### config.mk
export PLATFORM = sky130hd
export DESIGN_NAME = tcw_front
export DESIGN_NICKNAME = d
export VERILOG_FILES = /design/src/hdl/tcw_pkg.sv /design/src/hdl/tcw_front.sv
export SDC_FILE = /design/constraint.sdc
export NUM_CORES = 1
export LEC_CHECK = 0
export ABC_CLOCK_PERIOD_IN_PS = 1000
export BUFFER_PORTS_ARGS = -buffer_cell sky130_fd_sc_hd__buf_2
export CORE_AREA = 5 5 42 44
export DETAILED_ROUTE_END_ITERATION = 7
export DIE_AREA = 0 0 47 49
export PLACE_DENSITY = 0.74
export SLEW_MARGIN = 5
export SYNTH_ARGS = -nofsm -noshare
export SYNTH_HDL_FRONTEND = slang
export SYNTH_SLANG_ARGS = --single-unit
export TNS_END_PERCENT = 5
### constraint.sdc
create_clock -name vclk -period 1
set_input_delay 0.2 -clock vclk [all_inputs]
set_output_delay 0.2 -clock vclk [all_outputs]
set_load 0.01 [all_outputs]
### src/hdl/tcw_pkg.sv
// Shared types and constants for the text console character writer.
// Used by the front end, the item queue, the back end and the top level.
`timescale 1ns / 1ps

package tcw_pkg;

    // Stream payload widths (tdata in whole bytes)
    localparam int TDATA_IN_W  = 24;
    localparam int TUSER_IN_W  = 2;
    localparam int TDATA_OUT_W = 40;

    // Field widths
    localparam int CMD_W      = 2;
    localparam int CHAR_W     = 8;
    localparam int ATTR_W     = 8;
    localparam int INDEX_W    = 11;
    localparam int COL_OUT_W  = 7;
    localparam int ROW_OUT_W  = 5;
    localparam int OFS_OUT_W  = 11;
    localparam int CELL_W     = 16;

    // Queue between front and back
    localparam int QUEUE_DEPTH = 4;
    localparam int QPTR_W      = 2;
    localparam int QCNT_W      = 3;

    typedef logic [COL_OUT_W-1:0] t_col_out;
    typedef logic [ROW_OUT_W-1:0] t_row_out;
    typedef logic [OFS_OUT_W-1:0] t_ofs_out;

    // Commands
    localparam logic [CMD_W-1:0] CMD_PUT   = 2'd0;
    localparam logic [CMD_W-1:0] CMD_CLEAR = 2'd1;
    localparam logic [CMD_W-1:0] CMD_READ  = 2'd2;

    // Character codes
    localparam logic [CHAR_W-1:0] CH_BACKSPACE = 8'h08;
    localparam logic [CHAR_W-1:0] CH_TAB       = 8'h09;
    localparam logic [CHAR_W-1:0] CH_LF        = 8'h0A;
    localparam logic [CHAR_W-1:0] CH_CR        = 8'h0D;
    localparam logic [CHAR_W-1:0] CH_BLANK     = 8'h20;
    localparam logic [CHAR_W-1:0] CH_PRINT_HI  = 8'h7F;

    localparam logic [ATTR_W-1:0] RESET_ATTR = 8'h0F;

    // What the back end has to do with one item
    typedef enum logic [2:0] {
        K_NOP   = 3'd0,
        K_PRINT = 3'd1,
        K_BS    = 3'd2,
        K_TAB   = 3'd3,
        K_CR    = 3'd4,
        K_LF    = 3'd5,
        K_CLEAR = 3'd6,
        K_READ  = 3'd7
    } t_kind;

    typedef struct packed {
        t_kind               kind;
        logic [CHAR_W-1:0]   char_code;
        logic [INDEX_W-1:0]  read_index;
    } t_item;

    typedef struct packed {
        logic full;
        logic empty;
    } t_queue_status;

    typedef struct packed {
        logic q_full;
        logic back_ready;
    } t_front_status;

    typedef struct packed {
        t_col_out           cursor_column;
        t_row_out           cursor_row;
        t_ofs_out           cursor_offset;
        logic [CELL_W-1:0]  cell_data;
        logic               scrolled;
    } t_result;

endpackage

### src/hdl/tcw_front.sv
// Front end: accepts stream items and classifies them into back-end kinds.
// Depends on tcw_pkg; feeds tcw_queue.
`timescale 1ns / 1ps

module tcw_front (
    input  logic                         i_valid,
    output logic                         o_ready,
    input  logic [tcw_pkg::CMD_W-1:0]    i_cmd,
    input  logic [tcw_pkg::CHAR_W-1:0]   i_char_code,
    input  logic [tcw_pkg::INDEX_W-1:0]  i_read_index,
    input  tcw_pkg::t_front_status       i_status,
    output logic                         o_push,
    output tcw_pkg::t_item               o_item
);
    import tcw_pkg::*;

    t_kind kind;

    // Take an item while the queue has room and the screen store is ready
    assign o_ready = !i_status.q_full && i_status.back_ready;
    assign o_push  = i_valid && o_ready;

    // Classify command and character byte
    always_comb begin
        kind = K_NOP;
        case (i_cmd)
            CMD_PUT: begin
                case (i_char_code)
                    CH_BACKSPACE: kind = K_BS;
                    CH_TAB:       kind = K_TAB;
                    CH_CR:        kind = K_CR;
                    CH_LF:        kind = K_LF;
                    default: begin
                        if (i_char_code >= CH_BLANK && i_char_code <= CH_PRINT_HI) begin
                            kind = K_PRINT;
                        end
                    end
                endcase
            end
            CMD_CLEAR: kind = K_CLEAR;
            CMD_READ:  kind = K_READ;
            default:   kind = K_NOP;
        endcase
    end

    assign o_item.kind       = kind;
    assign o_item.char_code  = i_char_code;
    assign o_item.read_index = i_read_index;

endmodule

==> summary.txt <==
Synth
  • Avg Inst Size Synth: ~6.8 sq um
  • Top post-synthesis cells by area: buf_4, ha_1, nor2_1
  • Unique masters post-synth: 17
  • Post-synth top area share: between 40 and 50%
  • Sequential element share of the synthesized area: 0%
  • Post-Syn Nets: 72
  • Cell Area, Synth: about 310 sq um
  • Ys Warns: 0
  • Synth Instances: 46
  • Synth area leader: buf_4

Cells and area
  • Ratio of cells with drive above 1 in the final layout: 72.4%
  • Layout area overhead: 42.0%
  • Multi-input gate area: 205 sq um
  • Sequential cell area: 0 sq um
  • Antenna diodes: 0
  • Final instance area: 444 sq um
  • Most common cell after layout, fill and taps aside: buf_2
  • FFs & Latches: 0
  • Layout clock buffers: 0
  • Non-filler instance count after layout: 74
  • Fillers: 165
  • Final #Nets: between 80 and 90
  • Commonest non-fill, non-tap cells in the layout: buf_2, buf_4, buf_6, nor2_1

Worst setup path
  • Setup crit end kind: output pin
  • Worst setup path category: in -> out
  • Critical path's largest stage delay: between 200 and 250 ps
  • Worst Setup Start Kind: input pin
  • Critical path's top delay family: simple AND/OR/NAND/NOR gates
  • Crit path max fanout: 2
  • Most used cell along the critical path: buf_2
  • CP max stage cell: and4_4
  • Crit-path cells: buf_2 > nor2_4 > and4_4 > a21oi_2 > a211oi_2 > buf_2
  • Buf/Inv on CP: 2
  • Arrival time worst endpoint: about 980 ps
  • Critical Path RT: 800 ps

Power and ir drop
  • Pleak: 0.235 nW
  • Peak supply drop: ~0.11 mV
  • Clk pwr share: 0%
  • Internal power: ~0.0001 W
  • Logic gate share of total power: 100.0%
  • P_sw: between 0.00008 and 0.00009 W
  • Sw frac: a little under half
  • P per Cell Area: 430 mW/mm^2
  • Sequential Power Share: 0%

Timing
  • Crit path time final: around 1200 ps
  • RSZ-0062 raised after global routing: yes
  • Max-slew headroom: between 80 and 90%
  • Final Hold Fails: 0
  • Final setup margin: -179 ps
  • Slew Viols, Final: 0
  • Hold WS: ~400 ps
  • Worst-Margin Slew: 246 ps
  • Tcrit/Tclk final: 118%
  • # setup viols final: 3
  • Max Fclk: about 850 MHz

Placement
  • GP Congestion: roughly 0.66
  • Placed cell area: ~370 sq um
  • Placement Setup Slack: -278 ps
  • Number of I/O port buffers: 26
  • Final HPWL DP: 693 microns
  • Dpl cells: 74

Routing
  • Antenna viol nets, final: 0
  • Wirelength per Cell: 10.7 microns
  • DRC: 0
  • Initial drt markers: 0
  • Via count: 315
  • Total Routed Length: approximately 790 microns
  • First-pass iteration count of the detailed router: 1
  • DR vias/cell: about 4.3

Floorplanning
  • Die Wd: 47 microns
  • Die area: roughly 0.0023 sq mm
  • I/O pin cnt: 48
  • Initial Util: 22.3%
  • Core ar.: ~0.0014 sq mm
  • Die Height: between 40 and 50 microns
  • Floorplan row count: 14

Run status
  • Status: finished, violations left
  • Failing checks: negative setup slack

Global route
  • First-pass GRT wire length: between 1000 and 1500 microns
  • GRT Total Usage: between 6 and 7%
  • Largest net degree at the start of global routing: 7
  • Antenna violations before repair: 0
  • Vias in the first global route: 285
  • Overflow after GRT: 0

Min path
  • Worst min path class: in -> out

Run
  • Max Cap Violations: 0

CTS
  • Post-CTS setup buffer count: 0
  • Hold_buf cts: 0
==> cells by family (layout without fill, tap and decap cells) <==
kind of cell | after synthesis | after routing | synth area share (%)
buffers and inverters | 22 | 34 | 49.2
AO/OA/AOI/OAI | 8 | 8 | 18.4
adder cells (fa/ha/maj) | 2 | 2 | 8.00
AND/OR/NAND/NOR | 14 | 14 | 24.4
==> stage by stage <==
stage | setup TNS [ps] | total power [W] | utilization (%)
finish | -444 | 0.000191 | 31.7
global route | -654 | 0.000211 | 31.7
CTS | -500 | 0.000192 | 31.4
detailed placement | -734 | 0.000159 | 26.6
global placement | -666 | 0.000155 | 26.6
floorplan | -25.3 | 0.000134 | -
==> Yosys cell counts (all sizes together) <==
library cell / count
nand2b: 2
inv: 3
and4: 1
a31oi: 2
nor2: 5
and3: 1
ha: 2
o21ai: 2
and2: 1
a21oi: 1
o22ai: 1
nor2b: 1
nand3b: 1
a211oi: 2
nand2: 2
buf: 19
==> power groups by stage <==
stage	Clock, W	Sequential, W	Combinational, W
4_1_cts	0	0	0.000192
2_1_floorplan	0	0	0.000134
6_report	0	0	0.000191
3_3_place_gp	0	0	0.000155
3_5_place_dp	0	0	0.000159
5_1_grt	0	0	0.000211
==> area by class of cell <==
type                       instances  area share, %
multi-input combinational         24           46.2
timing repair buffer              31           46.2
tap                               16           4.51
inverter                           3           3.10
==> worst paths after layout <==
path | startpoint | endpoint | depth (start not counted)
hold / removal | i_read_index[2] | o_item[2] | 0
setup / recovery | i_char_code[4] | o_item[19] | 6
==> per-layer routing <==
| metal | vias to the layer above | GRT usage (%) | wire length (microns) |
|---|---|---|---|
| met3 | 4 | 1.11 | 120 |
| met1 | 136 | 7.83 | 254 |
| met5 | - | 0 | 0 |
| met4 | 0 | 0.922 | 6 |
| li1 | 160 | - | - |
| met2 | 15 | 11.1 | 406 |
==> what timing repair did <==
item,CTS,global route
pin swaps,8,2
gates resized for setup,17,1
setup endpoints to repair,3,3
Power figures use the tool's default switching activity.
