<file path="src/hdl/tcw_pkg.sv">
// Shared types and constants for the text console character writer.
// Used by the front end, the item queue, the back end and the top level.
`timescale 1ns / 1ps

package tcw_pkg;

    // Stream payload widths (tdata in whole bytes)
    localparam int TDATA_IN_W  = 24;
    localparam int TUSER_IN_W  = 2;
    localparam int TDATA_OUT_W = 40;

    // Field widths
    localparam int CMD_W      = 2;
    localparam int CHAR_W     = 8;
    localparam int ATTR_W     = 8;
    localparam int INDEX_W    = 11;
    localparam int COL_OUT_W  = 7;
    localparam int ROW_OUT_W  = 5;
    localparam int OFS_OUT_W  = 11;
    localparam int CELL_W     = 16;

    // Queue between front and back
    localparam int QUEUE_DEPTH = 4;
    localparam int QPTR_W      = 2;
    localparam int QCNT_W      = 3;

    typedef logic [COL_OUT_W-1:0] t_col_out;
    typedef logic [ROW_OUT_W-1:0] t_row_out;
    typedef logic [OFS_OUT_W-1:0] t_ofs_out;

    // Commands
    localparam logic [CMD_W-1:0] CMD_PUT   = 2'd0;
    localparam logic [CMD_W-1:0] CMD_CLEAR = 2'd1;
    localparam logic [CMD_W-1:0] CMD_READ  = 2'd2;

    // Character codes
    localparam logic [CHAR_W-1:0] CH_BACKSPACE = 8'h08;
    localparam logic [CHAR_W-1:0] CH_TAB       = 8'h09;
    localparam logic [CHAR_W-1:0] CH_LF        = 8'h0A;
    localparam logic [CHAR_W-1:0] CH_CR        = 8'h0D;
    localparam logic [CHAR_W-1:0] CH_BLANK     = 8'h20;
    localparam logic [CHAR_W-1:0] CH_PRINT_HI  = 8'h7F;

    localparam logic [ATTR_W-1:0] RESET_ATTR = 8'h0F;

    // What the back end has to do with one item
    typedef enum logic [2:0] {
        K_NOP   = 3'd0,
        K_PRINT = 3'd1,
        K_BS    = 3'd2,
        K_TAB   = 3'd3,
        K_CR    = 3'd4,
        K_LF    = 3'd5,
        K_CLEAR = 3'd6,
        K_READ  = 3'd7
    } t_kind;

    typedef struct packed {
        t_kind               kind;
        logic [CHAR_W-1:0]   char_code;
        logic [INDEX_W-1:0]  read_index;
    } t_item;

    typedef struct packed {
        logic full;
        logic empty;
    } t_queue_status;

    typedef struct packed {
        logic q_full;
        logic back_ready;
    } t_front_status;

    typedef struct packed {
        t_col_out           cursor_column;
        t_row_out           cursor_row;
        t_ofs_out           cursor_offset;
        logic [CELL_W-1:0]  cell_data;
        logic               scrolled;
    } t_result;

endpackage

</file>
<file path="src/hdl/tcw_queue.sv">
// Short item queue between the front end and the back end.
// Depends on tcw_pkg for the item type and the depth.
`timescale 1ns / 1ps

module tcw_queue (
    input  logic                     i_clk,
    input  logic                     i_rst_n,
    input  logic                     i_push,
    input  tcw_pkg::t_item           i_item,
    input  logic                     i_pop,
    output tcw_pkg::t_item           o_item,
    output tcw_pkg::t_queue_status   o_status
);
    import tcw_pkg::*;

    t_item              r_slots [QUEUE_DEPTH];
    logic [QPTR_W-1:0]  r_wr_ptr;
    logic [QPTR_W-1:0]  r_rd_ptr;
    logic [QCNT_W-1:0]  r_count;
    logic               do_push;
    logic               do_pop;

    assign o_status.full  = (r_count == QCNT_W'(QUEUE_DEPTH));
    assign o_status.empty = (r_count == '0);
    assign do_push = i_push && !o_status.full;
    assign do_pop  = i_pop && !o_status.empty;
    assign o_item  = r_slots[r_rd_ptr];

    // Advance pointers and count
    always_ff @(posedge i_clk) begin
        if (!i_rst_n) begin
            r_wr_ptr <= '0;
            r_rd_ptr <= '0;
            r_count  <= '0;
        end else begin
            if (do_push) begin
                r_wr_ptr <= r_wr_ptr + 1'b1;
            end
            if (do_pop) begin
                r_rd_ptr <= r_rd_ptr + 1'b1;
            end
            case ({do_push, do_pop})
                2'b10:   r_count <= r_count + 1'b1;
                2'b01:   r_count <= r_count - 1'b1;
                default: r_count <= r_count;
            endcase
        end
    end

    // Hold item payloads
    always_ff @(posedge i_clk) begin
        if (do_push) begin
            r_slots[r_wr_ptr] <= i_item;
        end
    end

endmodule

</file>
<file path="config.mk">
export PLATFORM = sky130hd
export DESIGN_NAME = tcw_queue
export DESIGN_NICKNAME = d
export VERILOG_FILES = /design/src/hdl/tcw_pkg.sv /design/src/hdl/tcw_queue.sv
export SDC_FILE = /design/constraint.sdc
export NUM_CORES = 1
export LEC_CHECK = 0
export CORE_UTILIZATION = 40
export DETAILED_ROUTE_END_ITERATION = 8
export DONT_BUFFER_PORTS = 1
export PLACE_DENSITY = 0.54
export SLEW_MARGIN = 30
export SYNTH_ARGS = -nofsm -noshare
export SYNTH_HDL_FRONTEND = slang
export SYNTH_SLANG_ARGS = --single-unit
export TNS_END_PERCENT = 10
</file>
<file path="constraint.sdc">
create_clock -name i_clk -period 4.5 [get_ports i_clk]
set_input_delay 0.9 -clock i_clk [delete_from_list [all_inputs] [get_ports i_clk]]
set_output_delay 0.9 -clock i_clk [all_outputs]
set_load 0.03 [all_outputs]
</file>
==> run summary <==
• most common cell after layout, fill and taps aside: sky130_fd_sc_hd__edfxtp_1
• Post-Synthesis Net Count: 200
• Ant. Diodes: 0
• number of vias per cell: 5.22
• Worst Reg-to-Reg Cells: 9
• area share of the largest cell type after synthesis: 72.0%
• Max Root-Sink Buffers: 2
• multi-input logic area: 791 sq um
• Period minus WS final: 2.93 ns
• worst clock skew: 0.00699 ns
• Final ANT Viol Nets: 0
• filler instances: 724
• number of input and output port buffers inserted: 0
• standard-cell rows: 34
• headroom to the max-slew limit: 47.7%
• global-route total usage across every layer: 13.2%
• post-synthesis cell count: 168
• number of buffers created by CTS: 9
• number of setup buffers added after CTS: 0
• failing checks: DRC
• portion of the clock cycle consumed by the worst path in the final layout: 65.1%
• path type of the worst min-delay path: flop to flop
• termination of the worst setup path: o_item[13]
• # IOs: 50
• share of synthesized area spent on multiplexers: 14.2%
• status: finished with violations
• terminus of the critical flop-to-flop path: r_count[2]
• distinct cell type count after synthesis: 23
• via count of the first global-routing pass: 1616
• max-slew violation total from the final report: 0
• Chip Width: 97.8 um
• Mapped Area: 3670 sq um
• cell with the largest stage delay on the worst path: sky130_fd_sc_hd__dfxtp_2
• unrepaired setup endpoints after global routing: false
• dominant delay contributor by cell family on the critical path: flip-flops
• cells taking the most area after synthesis: sky130_fd_sc_hd__edfxtp_1, sky130_fd_sc_hd__mux4_2, sky130_fd_sc_hd__dfxtp_1
• largest family of logic cells by synthesized area: multiplexers
• startpoint of the worst-slack reg-to-reg timing path: r_count[2]
• global-route wire length before repair: 9030 um
• required time of the critical path: 3.60 ns
• clock-pin slew of the registers on the worst-case setup and hold paths: 0.09 ns
• placed wire-length estimate after detailed placement: 3740 um
• count of hold buffers inserted by post-cts repair: 0
• kind of start point of the critical path: flop
• CTS tree: done
• register area share after synthesis: 76.9%
• wirelength, routed: 5870 um
• final estimated routing congestion in global placement: 0.636
• final count of negative-setup-slack endpoints: 0
• sort of element at the end of the critical path: primary output
• series of cell instances along the critical path: mux4_1
• Peak supply drop: 244 uV
• critical path depth in cells: 1
• average wire length per cell after detail routing: 20.5 um
• number of antenna violations at the first check in global routing: 0
• worst setup path category: flop to primary output
• first-pass detailed-route iteration total: 6
• worst-skew pair later-pin latency: 0.35 ns
• number of enable flip-flop cells after synthesis: 88
• Initial DRC Count: 51
• number of sinks on the clock net: 97
• top library cells by usage in the layout, fill and taps aside: sky130_fd_sc_hd__edfxtp_1, sky130_fd_sc_hd__mux4_2, sky130_fd_sc_hd__clkbuf_8, sky130_fd_sc_hd__nand2_1, sky130_fd_sc_hd__dfxtp_1
• Synth Area in Compound Gates: 1.09%
• setup_tns: 0 ns
• max capacitance violation total: 0
• net count reported at finish: 205
• Storage cell area: 2830 sq um
• cell type contributing the most total cell area after synthesis: sky130_fd_sc_hd__edfxtp_1
• final setup slack of the worst path: 1.57 ns
• total buffers and inverters traversed by the critical path: 0
• pin count of the biggest net entering global routing: 23
• die outline area: 9570 sq um
• clock tree root driver cell: sky130_fd_sc_hd__clkbuf_8
• area share of xor/xnor cells in the synthesized design: 0.477%
• Async S/R FF share, synth: 0%
• largest fanout on the critical path: 22
• overall die height: 97.8 um
• basic-gate share of the synthesized area counting and, or, nand and nor cells: 3.34%
• power density relative to cell area: 580 nW/um^2
• Leak: 1.23 nW
• synthesis-to-layout area growth: 8.72%
• Mean Syn Cell Area: 21.9 sq um
• number of vias in the routed layout: 1492
• post-synthesis sequential element count: 97
• Syn. warnings: 0
• Critical Path Max Stage Delay: 0.85 ns
• Hold Path Stages: 2
• Resized Gates After CTS: 0
• adder-cell share of the synthesized area: 2.25%
• post-route worst hold slack: 0.508 ns
• effective utilization at floorplan: 41.7%
• Main synth FF type: sky130_fd_sc_hd__edfxtp_1
• core area: 8810 sq um
• share of cells above drive strength 1: 24.7%
• upper clock frequency limit: 341 MHz
• CTS H-tree depth: 3
• Worst R2R Setup Slack: 1.87 ns
• Data arrival, critical path: 2.03 ns
• number of hold-slack violations in the final timing report: 0
• post-placement setup slack: 1.87 ns
• number of DRC violations after detailed routing: 6
• transition time at the pin with the least slew margin: 0.784 ns
• overflow left after global routing: 0
[state kept, by name, indices dropped and copies added (netlist names), named ones only]
name and flops:
r_slots 88, r_count 3, r_rd_ptr 2, r_wr_ptr 2
[cells in the mapped netlist, drive strengths merged, types with 2 or more instances]
library cell  count
edfxtp           88
mux4             22
dfxtp             9
nand2             7
and2              6
inv               6
buf               5
ha                5
o21ai             5
a21boi            2
mux2i             2
nor2b             2
or3               2
[how the worst min path moves through the flow]
stage	startpoint	slack [ns]	to
2_1_floorplan	r_rd_ptr[1]	0.46	flop
3_3_place_gp	r_rd_ptr[0]	0.48	r_rd_ptr[0]
3_5_place_dp	r_rd_ptr[1]	0.49	flop
4_1_cts	r_wr_ptr[1]	0.51	r_wr_ptr[1]
5_1_grt	r_rd_ptr[1]	0.55	flop
6_report	r_wr_ptr[0]	0.51	r_wr_ptr[0]
[cell families after synthesis]
family / Yosys count
muxes: 24
buffers and inverters: 12
AOI/OAI and AO/OA: 7
adders and majority gates: 6
and+or+nand+nor: 20
DFF: 97
xor gates and xnor gates: 2
[power by group]
part | total, W | switching, W | leakage [nW] | internal [W]
logic | 0.000529 | 0.000339 | 0.251 | 0.000190
clock network | 0.000604 | 0.000292 | 0.0991 | 0.000312
registers | 0.00118 | 0.0000931 | 0.882 | 0.00109
total | 0.00232 | 0.000724 | 1.23 | 0.00159
[metrics by stage]
| step | cell area (sq um) | cells | util (%) | total power, W |
|---|---|---|---|---|
| floorplan | 3670 | 168 | - | 0.00166 |
| global placement | 3770 | 270 | 42.8 | 0.00172 |
| detailed placement | 3770 | 270 | 42.9 | 0.00175 |
| CTS | 3990 | 286 | 45.3 | 0.00234 |
| global route | 3990 | 286 | 45.3 | 0.00241 |
| finish | 3990 | 286 | 45.3 | 0.00232 |
[routing by layer]
layer	routed length [um]	GRT usage [%]	vias to the layer above	part of all wire, %
li1	-	-	680	-
met1	2300	14.5	769	39
met2	3200	23.2	34	55
met3	283	4.87	9	4.8
met4	86	5.59	0	1.5
met5	0	0	-	0
[final cells by class]
class / count / area share, %
Sequential cell: 97 / 70.8
Tap cell: 108 / 3.38
Multi-Input combinational cell: 59 / 19.8
Inverter: 6 / 0.564
Clock buffer: 9 / 3.10
Clock inverter: 7 / 2.38
Note: power is estimated with default switching activity, not from simulation.
